$ cat config.mk
export PLATFORM = sky130hd
export DESIGN_NAME = piecewise_segment_blend_factor_unit
export DESIGN_NICKNAME = d
export VERILOG_FILES = /design/src/rtl/psbf_pkg.sv /design/src/rtl/psbf_locate.sv /design/src/rtl/psbf_div_stage.sv /design/src/rtl/piecewise_segment_blend_factor_unit.sv
export VERILOG_INCLUDE_DIRS = /design/src /design/src/rtl
export SDC_FILE = /design/constraint.sdc
export NUM_CORES = 2
export LEC_CHECK = 0
export ABC_AREA = 1
export BUFFER_PORTS_ARGS = -buffer_cell sky130_fd_sc_hd__buf_2
export CAP_MARGIN = 20
export CORE_UTILIZATION = 52
export DETAILED_ROUTE_END_ITERATION = 10
export PLACE_DENSITY = 0.75
export RECOVER_POWER = 50
export SLEW_MARGIN = 20
export SYNTH_ARGS = -nofsm -noshare
export SYNTH_HDL_FRONTEND = slang
export SYNTH_SLANG_ARGS = --single-unit
$ cat constraint.sdc
create_clock -name clock -period 43.2 [get_ports clock]
set_input_delay 2.16 -clock clock [delete_from_list [all_inputs] [get_ports clock]]
set_output_delay 2.16 -clock clock [all_outputs]
set_load 0.01 [all_outputs]
$ cat src/rtl/piecewise_segment_blend_factor_unit_macros.svh
`ifndef PIECEWISE_SEGMENT_BLEND_FACTOR_UNIT_MACROS_SVH
`define PIECEWISE_SEGMENT_BLEND_FACTOR_UNIT_MACROS_SVH

// Same-cycle implication, sampled on clock, off during reset.
`define PSBF_ASSERT_NOW(lbl, ante, cons) \
   lbl: assert property (@(posedge clock) disable iff (reset) (ante) |-> (cons)) \
      else $error("psbf check failed");

// Next-cycle implication, sampled on clock, off during reset.
`define PSBF_ASSERT_NEXT(lbl, ante, cons) \
   lbl: assert property (@(posedge clock) disable iff (reset) (ante) |=> (cons)) \
      else $error("psbf check failed");

`endif

$ cat src/rtl/psbf_pkg.sv
package psbf_pkg;

   localparam int MATRIX_COUNT = 8;   // used table entries, 2..8
   localparam int REG_COUNT    = 8;
   localparam int INDEX_W      = 3;
   localparam int HEIGHT_W     = 24;
   localparam int SEG_W        = 3;
   localparam int FACTOR_W     = 17;
   localparam int DEN_W        = HEIGHT_W;
   localparam int REM_W        = HEIGHT_W + 1;
   localparam int DIV_STEPS    = FACTOR_W;

   // pair selection kind
   localparam logic [1:0] MODE_TOP = 2'd0;
   localparam logic [1:0] MODE_END = 2'd1;
   localparam logic [1:0] MODE_MID = 2'd2;

   typedef logic signed [HEIGHT_W-1:0] height_type;
   typedef logic [REG_COUNT-1:0][HEIGHT_W-1:0] height_tab_type;

   typedef struct packed {
      logic                valid;
      logic [SEG_W-1:0]    seg;
      logic [FACTOR_W-1:0] quot;
      logic [REM_W-1:0]    rem;
      logic [DEN_W-1:0]    den;
   } div_type;

endpackage

$ cat src/rtl/psbf_locate.sv
`include "piecewise_segment_blend_factor_unit_macros.svh"

module psbf_locate (
   input  logic                   clock,
   input  logic                   reset,
   input  logic                   in_valid,
   input  psbf_pkg::height_type   in_height,
   input  psbf_pkg::height_tab_type refs,
   output psbf_pkg::div_type      out_w
);
   import psbf_pkg::*;

   // stage 1: compare against every entry, pick the pair
   logic [MATRIX_COUNT-1:0] ge;
   logic                    le_last;
   logic                    found;
   logic [1:0]              s1_mode_in, s1_mode_ff;
   logic [SEG_W-1:0]        s1_seg_in, s1_seg_ff;
   logic [HEIGHT_W-1:0]     s1_h_in, s1_h_ff;
   logic [HEIGHT_W-1:0]     s1_l_in, s1_l_ff;
   logic [HEIGHT_W-1:0]     s1_height_ff;
   logic                    s1_valid_ff;

   always_comb begin
      for (int i = 0; i < MATRIX_COUNT; i++) begin
         ge[i] = $signed(in_height) >= $signed(refs[i]);
      end
      le_last = $signed(in_height) <= $signed(refs[MATRIX_COUNT-1]);

      found   = 1'b0;
      s1_h_in = '0;
      s1_l_in = '0;
      s1_seg_in = '0;
      for (int i = 1; i < MATRIX_COUNT; i++) begin
         if (ge[i] && !found) begin
            s1_h_in   = refs[i-1];
            s1_l_in   = refs[i];
            s1_seg_in = SEG_W'(i - 1);
         end
         found = found | ge[i];
      end

      priority if (ge[0]) begin
         s1_mode_in = MODE_TOP;
      end else if (le_last) begin
         s1_mode_in = MODE_END;
      end else begin
         s1_mode_in = MODE_MID;
      end
   end

   always_ff @(posedge clock) begin
      if (reset) begin
         s1_valid_ff <= 1'b0;
      end else begin
         s1_valid_ff  <= in_valid;
         s1_mode_ff   <= s1_mode_in;
         s1_seg_ff    <= s1_seg_in;
         s1_h_ff      <= s1_h_in;
         s1_l_ff      <= s1_l_in;
         s1_height_ff <= in_height;
      end
   end

   // stage 2: numerator and divisor; the end cases become 0/1 and 1/1
   logic [HEIGHT_W:0] num_full;
   logic [HEIGHT_W:0] den_full;
   div_type           s2_in, s2_ff;

   always_comb begin
      num_full = {s1_h_ff[HEIGHT_W-1], s1_h_ff} - {s1_height_ff[HEIGHT_W-1], s1_height_ff};
      den_full = {s1_h_ff[HEIGHT_W-1], s1_h_ff} - {s1_l_ff[HEIGHT_W-1], s1_l_ff};
      s2_in.valid = s1_valid_ff;
      s2_in.quot  = '0;
      unique case (s1_mode_ff)
         MODE_MID: begin
            s2_in.seg = s1_seg_ff;
            s2_in.rem = REM_W'(num_full);
            s2_in.den = den_full[DEN_W-1:0];
         end
         MODE_END: begin
            s2_in.seg = SEG_W'(MATRIX_COUNT - 2);
            s2_in.rem = REM_W'(1);
            s2_in.den = DEN_W'(1);
         end
         default: begin
            s2_in.seg = '0;
            s2_in.rem = '0;
            s2_in.den = DEN_W'(1);
         end
      endcase
   end

   always_ff @(posedge clock) begin
      if (reset) begin
         s2_ff.valid <= 1'b0;
      end else begin
         s2_ff <= s2_in;
      end
   end

   assign out_w = s2_ff;

   `PSBF_ASSERT_NOW(a_mid_below_upper, s1_valid_ff && (s1_mode_ff == MODE_MID), $signed(s1_height_ff) < $signed(s1_h_ff))
   `PSBF_ASSERT_NOW(a_num_le_den, s2_ff.valid, s2_ff.rem <= REM_W'(s2_ff.den))
   `PSBF_ASSERT_NOW(a_den_nonzero, s2_ff.valid, s2_ff.den != '0)

endmodule

$ cat src/rtl/psbf_div_stage.sv
`include "piecewise_segment_blend_factor_unit_macros.svh"

module psbf_div_stage (
   input  logic              clock,
   input  logic              reset,
   input  psbf_pkg::div_type in_w,
   output psbf_pkg::div_type out_w
);
   import psbf_pkg::*;

   // one restoring step: compare, subtract, shift; one quotient bit per stage
   logic [REM_W:0]   diff;
   logic             qbit;
   logic [REM_W-1:0] rem_sub;
   div_type          out_in, out_ff;

   always_comb begin
      diff    = {1'b0, in_w.rem} - {2'b00, in_w.den};
      qbit    = ~diff[REM_W];
      rem_sub = qbit ? diff[REM_W-1:0] : in_w.rem;
      out_in.valid = in_w.valid;
      out_in.seg   = in_w.seg;
      out_in.den   = in_w.den;
      out_in.quot  = {in_w.quot[FACTOR_W-2:0], qbit};
      out_in.rem   = {rem_sub[REM_W-2:0], 1'b0};
   end

   always_ff @(posedge clock) begin
      if (reset) begin
         out_ff.valid <= 1'b0;
      end else begin
         out_ff <= out_in;
      end
   end

   assign out_w = out_ff;

   `PSBF_ASSERT_NOW(a_in_den_nonzero, in_w.valid, in_w.den != '0)
   `PSBF_ASSERT_NOW(a_in_rem_bound, in_w.valid, in_w.rem < {in_w.den, 1'b0})
   `PSBF_ASSERT_NOW(a_out_rem_bound, out_ff.valid, out_ff.rem < {out_ff.den, 1'b0})

endmodule

$ cat src/rtl/piecewise_segment_blend_factor_unit.sv
// Places an eye height in the descending reference table and returns the lower
// segment index and the Q1.16 blend factor (65536 = one). Fully pipelined: a
// word is taken on every cycle that start is high, busy never rises, and each
// result appears on rsp_valid in order, after two locate stages
// (compare/select, then subtract) and a 17-stage restoring divider that
// settles one quotient bit per stage. The receiver cannot stall; results are
// never held. Write the reference registers only while no word is in flight.
module piecewise_segment_blend_factor_unit (
   input  logic                            clock,
   input  logic                            reset,
   input  logic                            start,
   output logic                            busy,
   input  logic signed [psbf_pkg::HEIGHT_W-1:0] req_eye_height,
   output logic                            rsp_valid,
   output logic [psbf_pkg::SEG_W-1:0]      rsp_segment_index,
   output logic [psbf_pkg::FACTOR_W-1:0]   rsp_blend_factor,
   input  logic                            csr_we,
   input  logic [psbf_pkg::INDEX_W-1:0]    csr_index,
   input  logic [psbf_pkg::HEIGHT_W-1:0]   csr_wdata
);
   import psbf_pkg::*;

   height_tab_type ref_height_ff;

   always_ff @(posedge clock) begin
      if (reset) begin
         ref_height_ff <= '0;
      end else if (csr_we) begin
         ref_height_ff[csr_index] <= csr_wdata;
      end
   end

   assign busy = 1'b0;

   div_type pipe_w [DIV_STEPS+1];

   psbf_locate u_locate (
      .clock     (clock),
      .reset     (reset),
      .in_valid  (start),
      .in_height (req_eye_height),
      .refs      (ref_height_ff),
      .out_w     (pipe_w[0])
   );

   for (genvar k = 0; k < DIV_STEPS; k++) begin : g_div
      psbf_div_stage u_step (
         .clock (clock),
         .reset (reset),
         .in_w  (pipe_w[k]),
         .out_w (pipe_w[k+1])
      );
   end

   assign rsp_valid         = pipe_w[DIV_STEPS].valid;
   assign rsp_segment_index = pipe_w[DIV_STEPS].seg;
   assign rsp_blend_factor  = pipe_w[DIV_STEPS].quot;

endmodule
After elaboration in Yosys (flattened, before gate mapping)
Cells that the tools add are included.
Word-level totals
  register bits: 1312
  input bits: 55
Operators by class
  equal/unequal tests: 2
  bitwise logic cells: 22
  add/sub/neg operators: 19
  multiplexer cells: 41
  magnitude comparators: 11
  reduce and logical (&&, ||, !) cells: 14
Operators by type and width (count)
  two-way mux 24 bit: 31
  subtractor 25 x 24 -> 26 bit: 17
  bitwise mux 192 bit: 1
  >= comparator 24 bit: 8
  one-hot mux 49 bit (2 select lines): 1
  demux 24 bit (select 3 bit): 1
  subtractor 24 x 24 -> 25 bit: 1
  <= comparator 24 bit: 1
  subtractor 24 bit: 1
  NOT 1 bit: 17
  two-way mux 2 bit: 5
  logical AND 1 bit: 7
  zero test 1 bit: 6
  one-hot mux 3 bit (2 select lines): 1
  bitwise OR 1 bit: 5
  < comparator 3 x 4 -> 1 bit, second input constant: 1
  >= comparator 3 x 1 -> 1 bit, second input constant: 1
  OR reduction 3 bit: 1
  == test 2 x 1 -> 1 bit, second input constant: 1
  == test 2 bit, second input constant: 1
  two-way mux 1 bit: 1

Logic depth before layout (Yosys ltp)
  word-level depth: 9
  depth in mapped cells: 21
  depth with buffers taken out: 19

Modules after synthesis
Synthesis repeated with hierarchy kept, for this count alone.
Unflattened totals
  cells, all modules: 12363
  area total of the unflattened synthesis: 98808.5 sq um
By module, submodules not included
  psbf_div_stage (g_div[0].u_step ...): sequential area each 2062.0 sq um, cells each 537, area an instance 4500.6 sq um, times used 15
  psbf_locate: sequential area each 3913.8 sq um, cells each 2149, area an instance 14966.9 sq um, times used 1
  piecewise_segment_blend_factor_unit: sequential area each 3843.7 sq um, cells each 1085, area an instance 7541.0 sq um, times used 1
  psbf_div_stage (g_div[9].u_step): sequential area each 2062.0 sq um, cells each 537, area an instance 4420.5 sq um, times used 1
  psbf_div_stage (g_div[11].u_step): sequential area each 2062.0 sq um, cells each 537, area an instance 4371.7 sq um, times used 1

Worst setup path before layout
No wires, ideal clock.
  path kind: input to register
  start: input reset
  end: register ref_height_ff[19] in the netlist's numbering
  library setup time: 0.173 ns
  required time: 43.027 ns
  buffers on the path: 2
  cell stages on the path: 5
  slack: 7.681 ns
  arrival: 35.346 ns
  cells stage by stage: inv_1 -> clkbuf_1 -> clkbuf_1 -> o21ai_0 -> a21oi_1
RTL lines
  start: declaration: RTL line piecewise_segment_blend_factor_unit.sv:10  | input logic reset,
  end signal: indexed assignment: RTL line piecewise_segment_blend_factor_unit.sv:29  | ref_height_ff[csr_index] <= csr_wdata;
  end: declaration: RTL line piecewise_segment_blend_factor_unit.sv:23  | height_tab_type ref_height_ff;

Final worst setup path
  start: input reset
  end: register g_div[16].u_step.out_ff, in the netlist g_div[16].u_step.out_w[62] (enable)
RTL lines
  end signal: assignment: RTL line psbf_div_stage.sv:32  | out_ff <= out_in;
  end: declaration: RTL line psbf_div_stage.sv:15  | div_type out_in, out_ff;
No word-level cell between the ends.

==> flow_metrics.env <==
export IMPL_wl_per_cell_um=17.8
export IMPL_timing_slew_headroom=-3.28
export IMPL_maxSlewViolCount=268
export IMPL_grt_busiest_layer="met2"
export IMPL_master_of_the_slowest_instance_on_the_critical_path="sky130_fd_sc_hd__clkinvlp_2"
export IMPL_initial_core_utilization=0.523
export IMPL_first_global_vias=55433
export IMPL_dieArea_mm2=0.146
export IMPL_synth_sequential_area_ratio=0.496
export IMPL_crit_chain="clkbuf_1, clkinvlp_2, buf_4, buf_4, buf_4, buf_4, buf_4"
export IMPL_hold_violations=0
export IMPL_setup_total_negative_slack_ns=0
export IMPL_postLayoutCoreUtil=0.571
export IMPL_std_cell_rows=139
export IMPL_die_x_um=382
export IMPL_ys_warnings_count=0
export IMPL_grt_first_pass_wirelength_um=292000
export IMPL_cts_hold_buffers=0
export IMPL_maximum_clock_path_buffer_count=3
export IMPL_timing_max_cap_violations=3
export IMPL_grt_max_degree=184
export IMPL_routed_via_density=5.59
export IMPL_grt_use_met1=0.333
export IMPL_switch_pwr_mw=1.91
export IMPL_timing_critical_path_max_delay_family="buffers and inverters"
export IMPL_netSwitchingFraction=0.376
export IMPL_crit_path_max_fanout=172
export IMPL_synth_adder_area_share=0.110
export IMPL_start_kind="primary input"
export IMPL_synthesis_area_mm2=0.0751
export IMPL_synthesis_stage_register_bit_count=1312
export IMPL_yosys_mux_area_fraction=0
export IMPL_arrival_ns=12.15
export IMPL_synth_cell_type_count=61
export IMPL_cell_internal_pwr_mw=3.18
export IMPL_cp_common_cell="sky130_fd_sc_hd__buf_4"
export IMPL_fin_crit_sh=0.273
export IMPL_drc=0
export IMPL_timing_critical_path_to_type="flip-flop"
export IMPL_share_seq_of_total_power=0.371
export IMPL_setup_viol=0
export IMPL_dp_hpwl_um=138000
export IMPL_post_cts_setup_buffer_count=0
export IMPL_synth_edff_count=1101
export IMPL_globalplace_congestion=0.920
export IMPL_post_synth_xor_area_fraction=0.0306
export IMPL_status="complete, but fails checks"
export IMPL_final_setup_skew_ns=0.0277
export IMPL_nets_in_the_synthesized_netlist=8975
export IMPL_routed_wl_um=184000
export IMPL_first_iter_violations=5036
export IMPL_flow_area_growth_from_synthesis_pct=9.06
export IMPL_yosys_top_cells_area="sky130_fd_sc_hd__edfxtp_1 44%, sky130_fd_sc_hd__ha_1 11%, sky130_fd_sc_hd__nand2_1 7.8%"
export IMPL_timing_hold_worst_class="flip-flop to flip-flop"
export IMPL_shortest_clock_period_the_worst_path_allows_after_layout_ns=11.78
export IMPL_clock_insertion_delay_worst_skew_ns=0.77
export IMPL_htreeDepth=4
export IMPL_worst_setup_path_type="primary input to flip-flop"
export IMPL_tritoncts_num_buffers=144
export IMPL_overflow=0
export IMPL_synth_commonest_cells="1570 x sky130_fd_sc_hd__nand2_1, 1150 x sky130_fd_sc_hd__inv_1, 1101 x sky130_fd_sc_hd__edfxtp_1"
export IMPL_antenna_violating_nets_post_route=0
export IMPL_post_synthesis_share_of_cell_area_spent_on_and_or_nand_and_nor_gates=0.167
export IMPL_initial_antenna_violation_count=4
export IMPL_grt_met3_usage=0.0342
export IMPL_core_area_mm2=0.143
export IMPL_violations="capacitance limit, slew limit"
export IMPL_synth_ff_type="sky130_fd_sc_hd__edfxtp_1"
export IMPL_finish_net_count=9035
export IMPL_syn_inst=8269
export IMPL_global_route_usage_total=0.249
export IMPL_die_height_um=382
export IMPL_critical_path_max_stage_delay_ns=4.99
export IMPL_clock_root_buffer_master="sky130_fd_sc_hd__clkbuf_16"
export IMPL_static_leakage_power_nw=34.9
export IMPL_combinationalPowerShare=0.389
export IMPL_p_per_area_mw_per_mm2=62.1
export IMPL_synth_largest_area_cell="sky130_fd_sc_hd__edfxtp_1"
export IMPL_worstPathBufferInverterCount=7
export IMPL_cts_resized=0
export IMPL_power_frac_clock=0.241
export IMPL_yosysMostFrequentCell="sky130_fd_sc_hd__nand2_1"
export IMPL_placement_io_buffers=75
export IMPL_synthDominantCellAreaShare=0.440
export IMPL_tritoncts_num_sinks=1312
export IMPL_tritoncts="built"
export IMPL_drt_pass1_iter_count=5
export IMPL_max_freq_mhz=84.9
export IMPL_clk_pin_slew_ns=0.06
export IMPL_pin_count=77
export IMPL_max_slew_worst_pin_slew_ns=6.39
export IMPL_synth_compound_area_frac=0.126
export IMPL_synth_async_sr_flop_share=0
export IMPL_detailroute_via_count=57789
export IMPL_dominant_combinational_cell_family_by_area_after_synthesis="simple AND/OR/NAND/NOR gates"
export IMPL_syn_area_per_cell_um2=9.08
export IMPL_ir_drop_worst_case_vdd_mv=0.0424
export IMPL_rsz0062_at_grt="no"
export IMPL_grtUsageMet2=0.409
export IMPL_required_ns=43.57
export IMPL_final_layout_size_suffix_gt1_frac=0.0437
## power by group through the flow
| stage | combinational (mW) | sequential (mW) | clock (mW) |
|---|---|---|---|
| 3_3_place_gp | 1.90 | 1.91 | 0 |
| 5_1_grt | 2.23 | 1.91 | 1.29 |
| 2_1_floorplan | 1.51 | 1.90 | 0 |
| 3_5_place_dp | 1.94 | 1.91 | 0 |
| 6_report | 1.98 | 1.89 | 1.22 |
| 4_1_cts | 1.96 | 1.89 | 1.25 |
## state kept, by name, summed over array words and instances (netlist names)
register and cells:
u_locate.s1_h_ff 24, u_locate.s1_valid_ff 1, g_div.u_step.out_w 989, u_locate.s1_seg_ff 3, u_locate.s1_mode_ff 2, u_locate.s1_height_ff 24
ref_height_ff 192, u_locate.s1_l_ff 24, u_locate.out_w 53
## stage by stage
stage          power, mW  instances  hold slack (ns)  setup slack, ns  instance area (µm²)
4_1_cts             5.09      10334            0.398            36.16                82000
3_5_place_dp        3.85      10081            0.393            35.34                77300
5_1_grt             5.43      10339            0.414            30.54                81900
6_report            5.09      10342            0.393            31.42                81900
3_3_place_gp        3.80      10077            0.390            35.49                77200
2_1_floorplan       3.42       8269            0.388             7.68                75100
## cell usage in the layout (no fill, tap or decap), types with 6 or more instances in the layout
cell type and n:
sky130_fd_sc_hd__nand2_1 1582, sky130_fd_sc_hd__inv_1 1151, sky130_fd_sc_hd__edfxtp_1 1101, sky130_fd_sc_hd__a21oi_1 792, sky130_fd_sc_hd__o21ai_0 720, sky130_fd_sc_hd__ha_1 633, sky130_fd_sc_hd__nand3_1 548, sky130_fd_sc_hd__nor2_1 468
sky130_fd_sc_hd__dfxtp_1 211, sky130_fd_sc_hd__xnor2_1 160, sky130_fd_sc_hd__clkbuf_16 149, sky130_fd_sc_hd__nand4_1 126, sky130_fd_sc_hd__xor2_1 102, sky130_fd_sc_hd__clkbuf_1 79, sky130_fd_sc_hd__a21o_1 75, sky130_fd_sc_hd__or2_2 66
sky130_fd_sc_hd__nor3_1 63, sky130_fd_sc_hd__o21bai_1 55, sky130_fd_sc_hd__nor4_1 30, sky130_fd_sc_hd__buf_2 29, sky130_fd_sc_hd__clkinv_1 25, sky130_fd_sc_hd__clkinv_2 25, sky130_fd_sc_hd__buf_4 25, sky130_fd_sc_hd__o21a_1 23
sky130_fd_sc_hd__a31oi_1 20, sky130_fd_sc_hd__fa_1 18, sky130_fd_sc_hd__o31ai_1 16, sky130_fd_sc_hd__bufinv_16 14, sky130_fd_sc_hd__nand3_2 11, sky130_fd_sc_hd__o211ai_1 9, sky130_fd_sc_hd__a21boi_0 9, sky130_fd_sc_hd__o2111a_1 7
sky130_fd_sc_hd__and3_1 6
## final cells by class
class,count,area (µm²)
tap,1903,2380
antenna,3,7.51
fill,12456,61600
sequential,1312,37300
multi-input combinational,5596,32500
timing repair buffer,114,708
clock inverter,73,749
clock buffer,180,3880
inverter,1161,4360
## worst register-to-register path: stages, from the launching register on
cell and delay, ns:
sky130_fd_sc_hd__dfxtp_1 0.36, sky130_fd_sc_hd__inv_1 0.09, sky130_fd_sc_hd__ha_1 0.41, sky130_fd_sc_hd__nand2_1 0.12
sky130_fd_sc_hd__nor2_2 0.26, sky130_fd_sc_hd__nand2_2 0.10, sky130_fd_sc_hd__nor3_2 0.15, sky130_fd_sc_hd__nand2_1 0.11
sky130_fd_sc_hd__nand3_2 0.10, sky130_fd_sc_hd__nand3_4 0.46, sky130_fd_sc_hd__nor2_4 0.25, sky130_fd_sc_hd__buf_4 0.77
sky130_fd_sc_hd__nand4_1 0.56, sky130_fd_sc_hd__buf_6 0.33, sky130_fd_sc_hd__buf_4 0.26, sky130_fd_sc_hd__nor2_1 0.17
sky130_fd_sc_hd__nor2_1 0.07, sky130_fd_sc_hd__nand3_1 0.07
## per-layer routing
layer | part of all wire | routed length [µm]
met5 | 0.00016 | 29
met4 | 0.037 | 6860
met3 | 0.054 | 9890
met2 | 0.47 | 86000
met1 | 0.44 | 81100
## logic make-up after synthesis
| group | count (synthesis) |
|---|---|
| compound gates | 1757 |
| simple gates | 2925 |
| fa+ha+maj | 651 |
| buf+inv | 1361 |
| flops | 1312 |
| xor+xnor | 262 |
| other cells | 1 |
## final timing paths
check	start	end	slack, ns	depth (start not counted)
worst max-delay path	reset	g_div[16].u_step.out_w[62]$_DFFE_PN_	31.42	7
worst min-delay path	g_div[0].u_step.out_w[69]$_SDFF_PP0_	g_div[1].u_step.out_w[69]$_SDFF_PP0_	0.39	2
worst max register to register	ref_height_ff[47]$_SDFFE_PP0P_	u_locate.s1_h_ff[14]$_DFFE_PN_	38.43	17
worst min register to register	g_div[0].u_step.out_w[69]$_SDFF_PP0_	g_div[1].u_step.out_w[69]$_SDFF_PP0_	0.39	2
(Power assumes the default switching activity.)
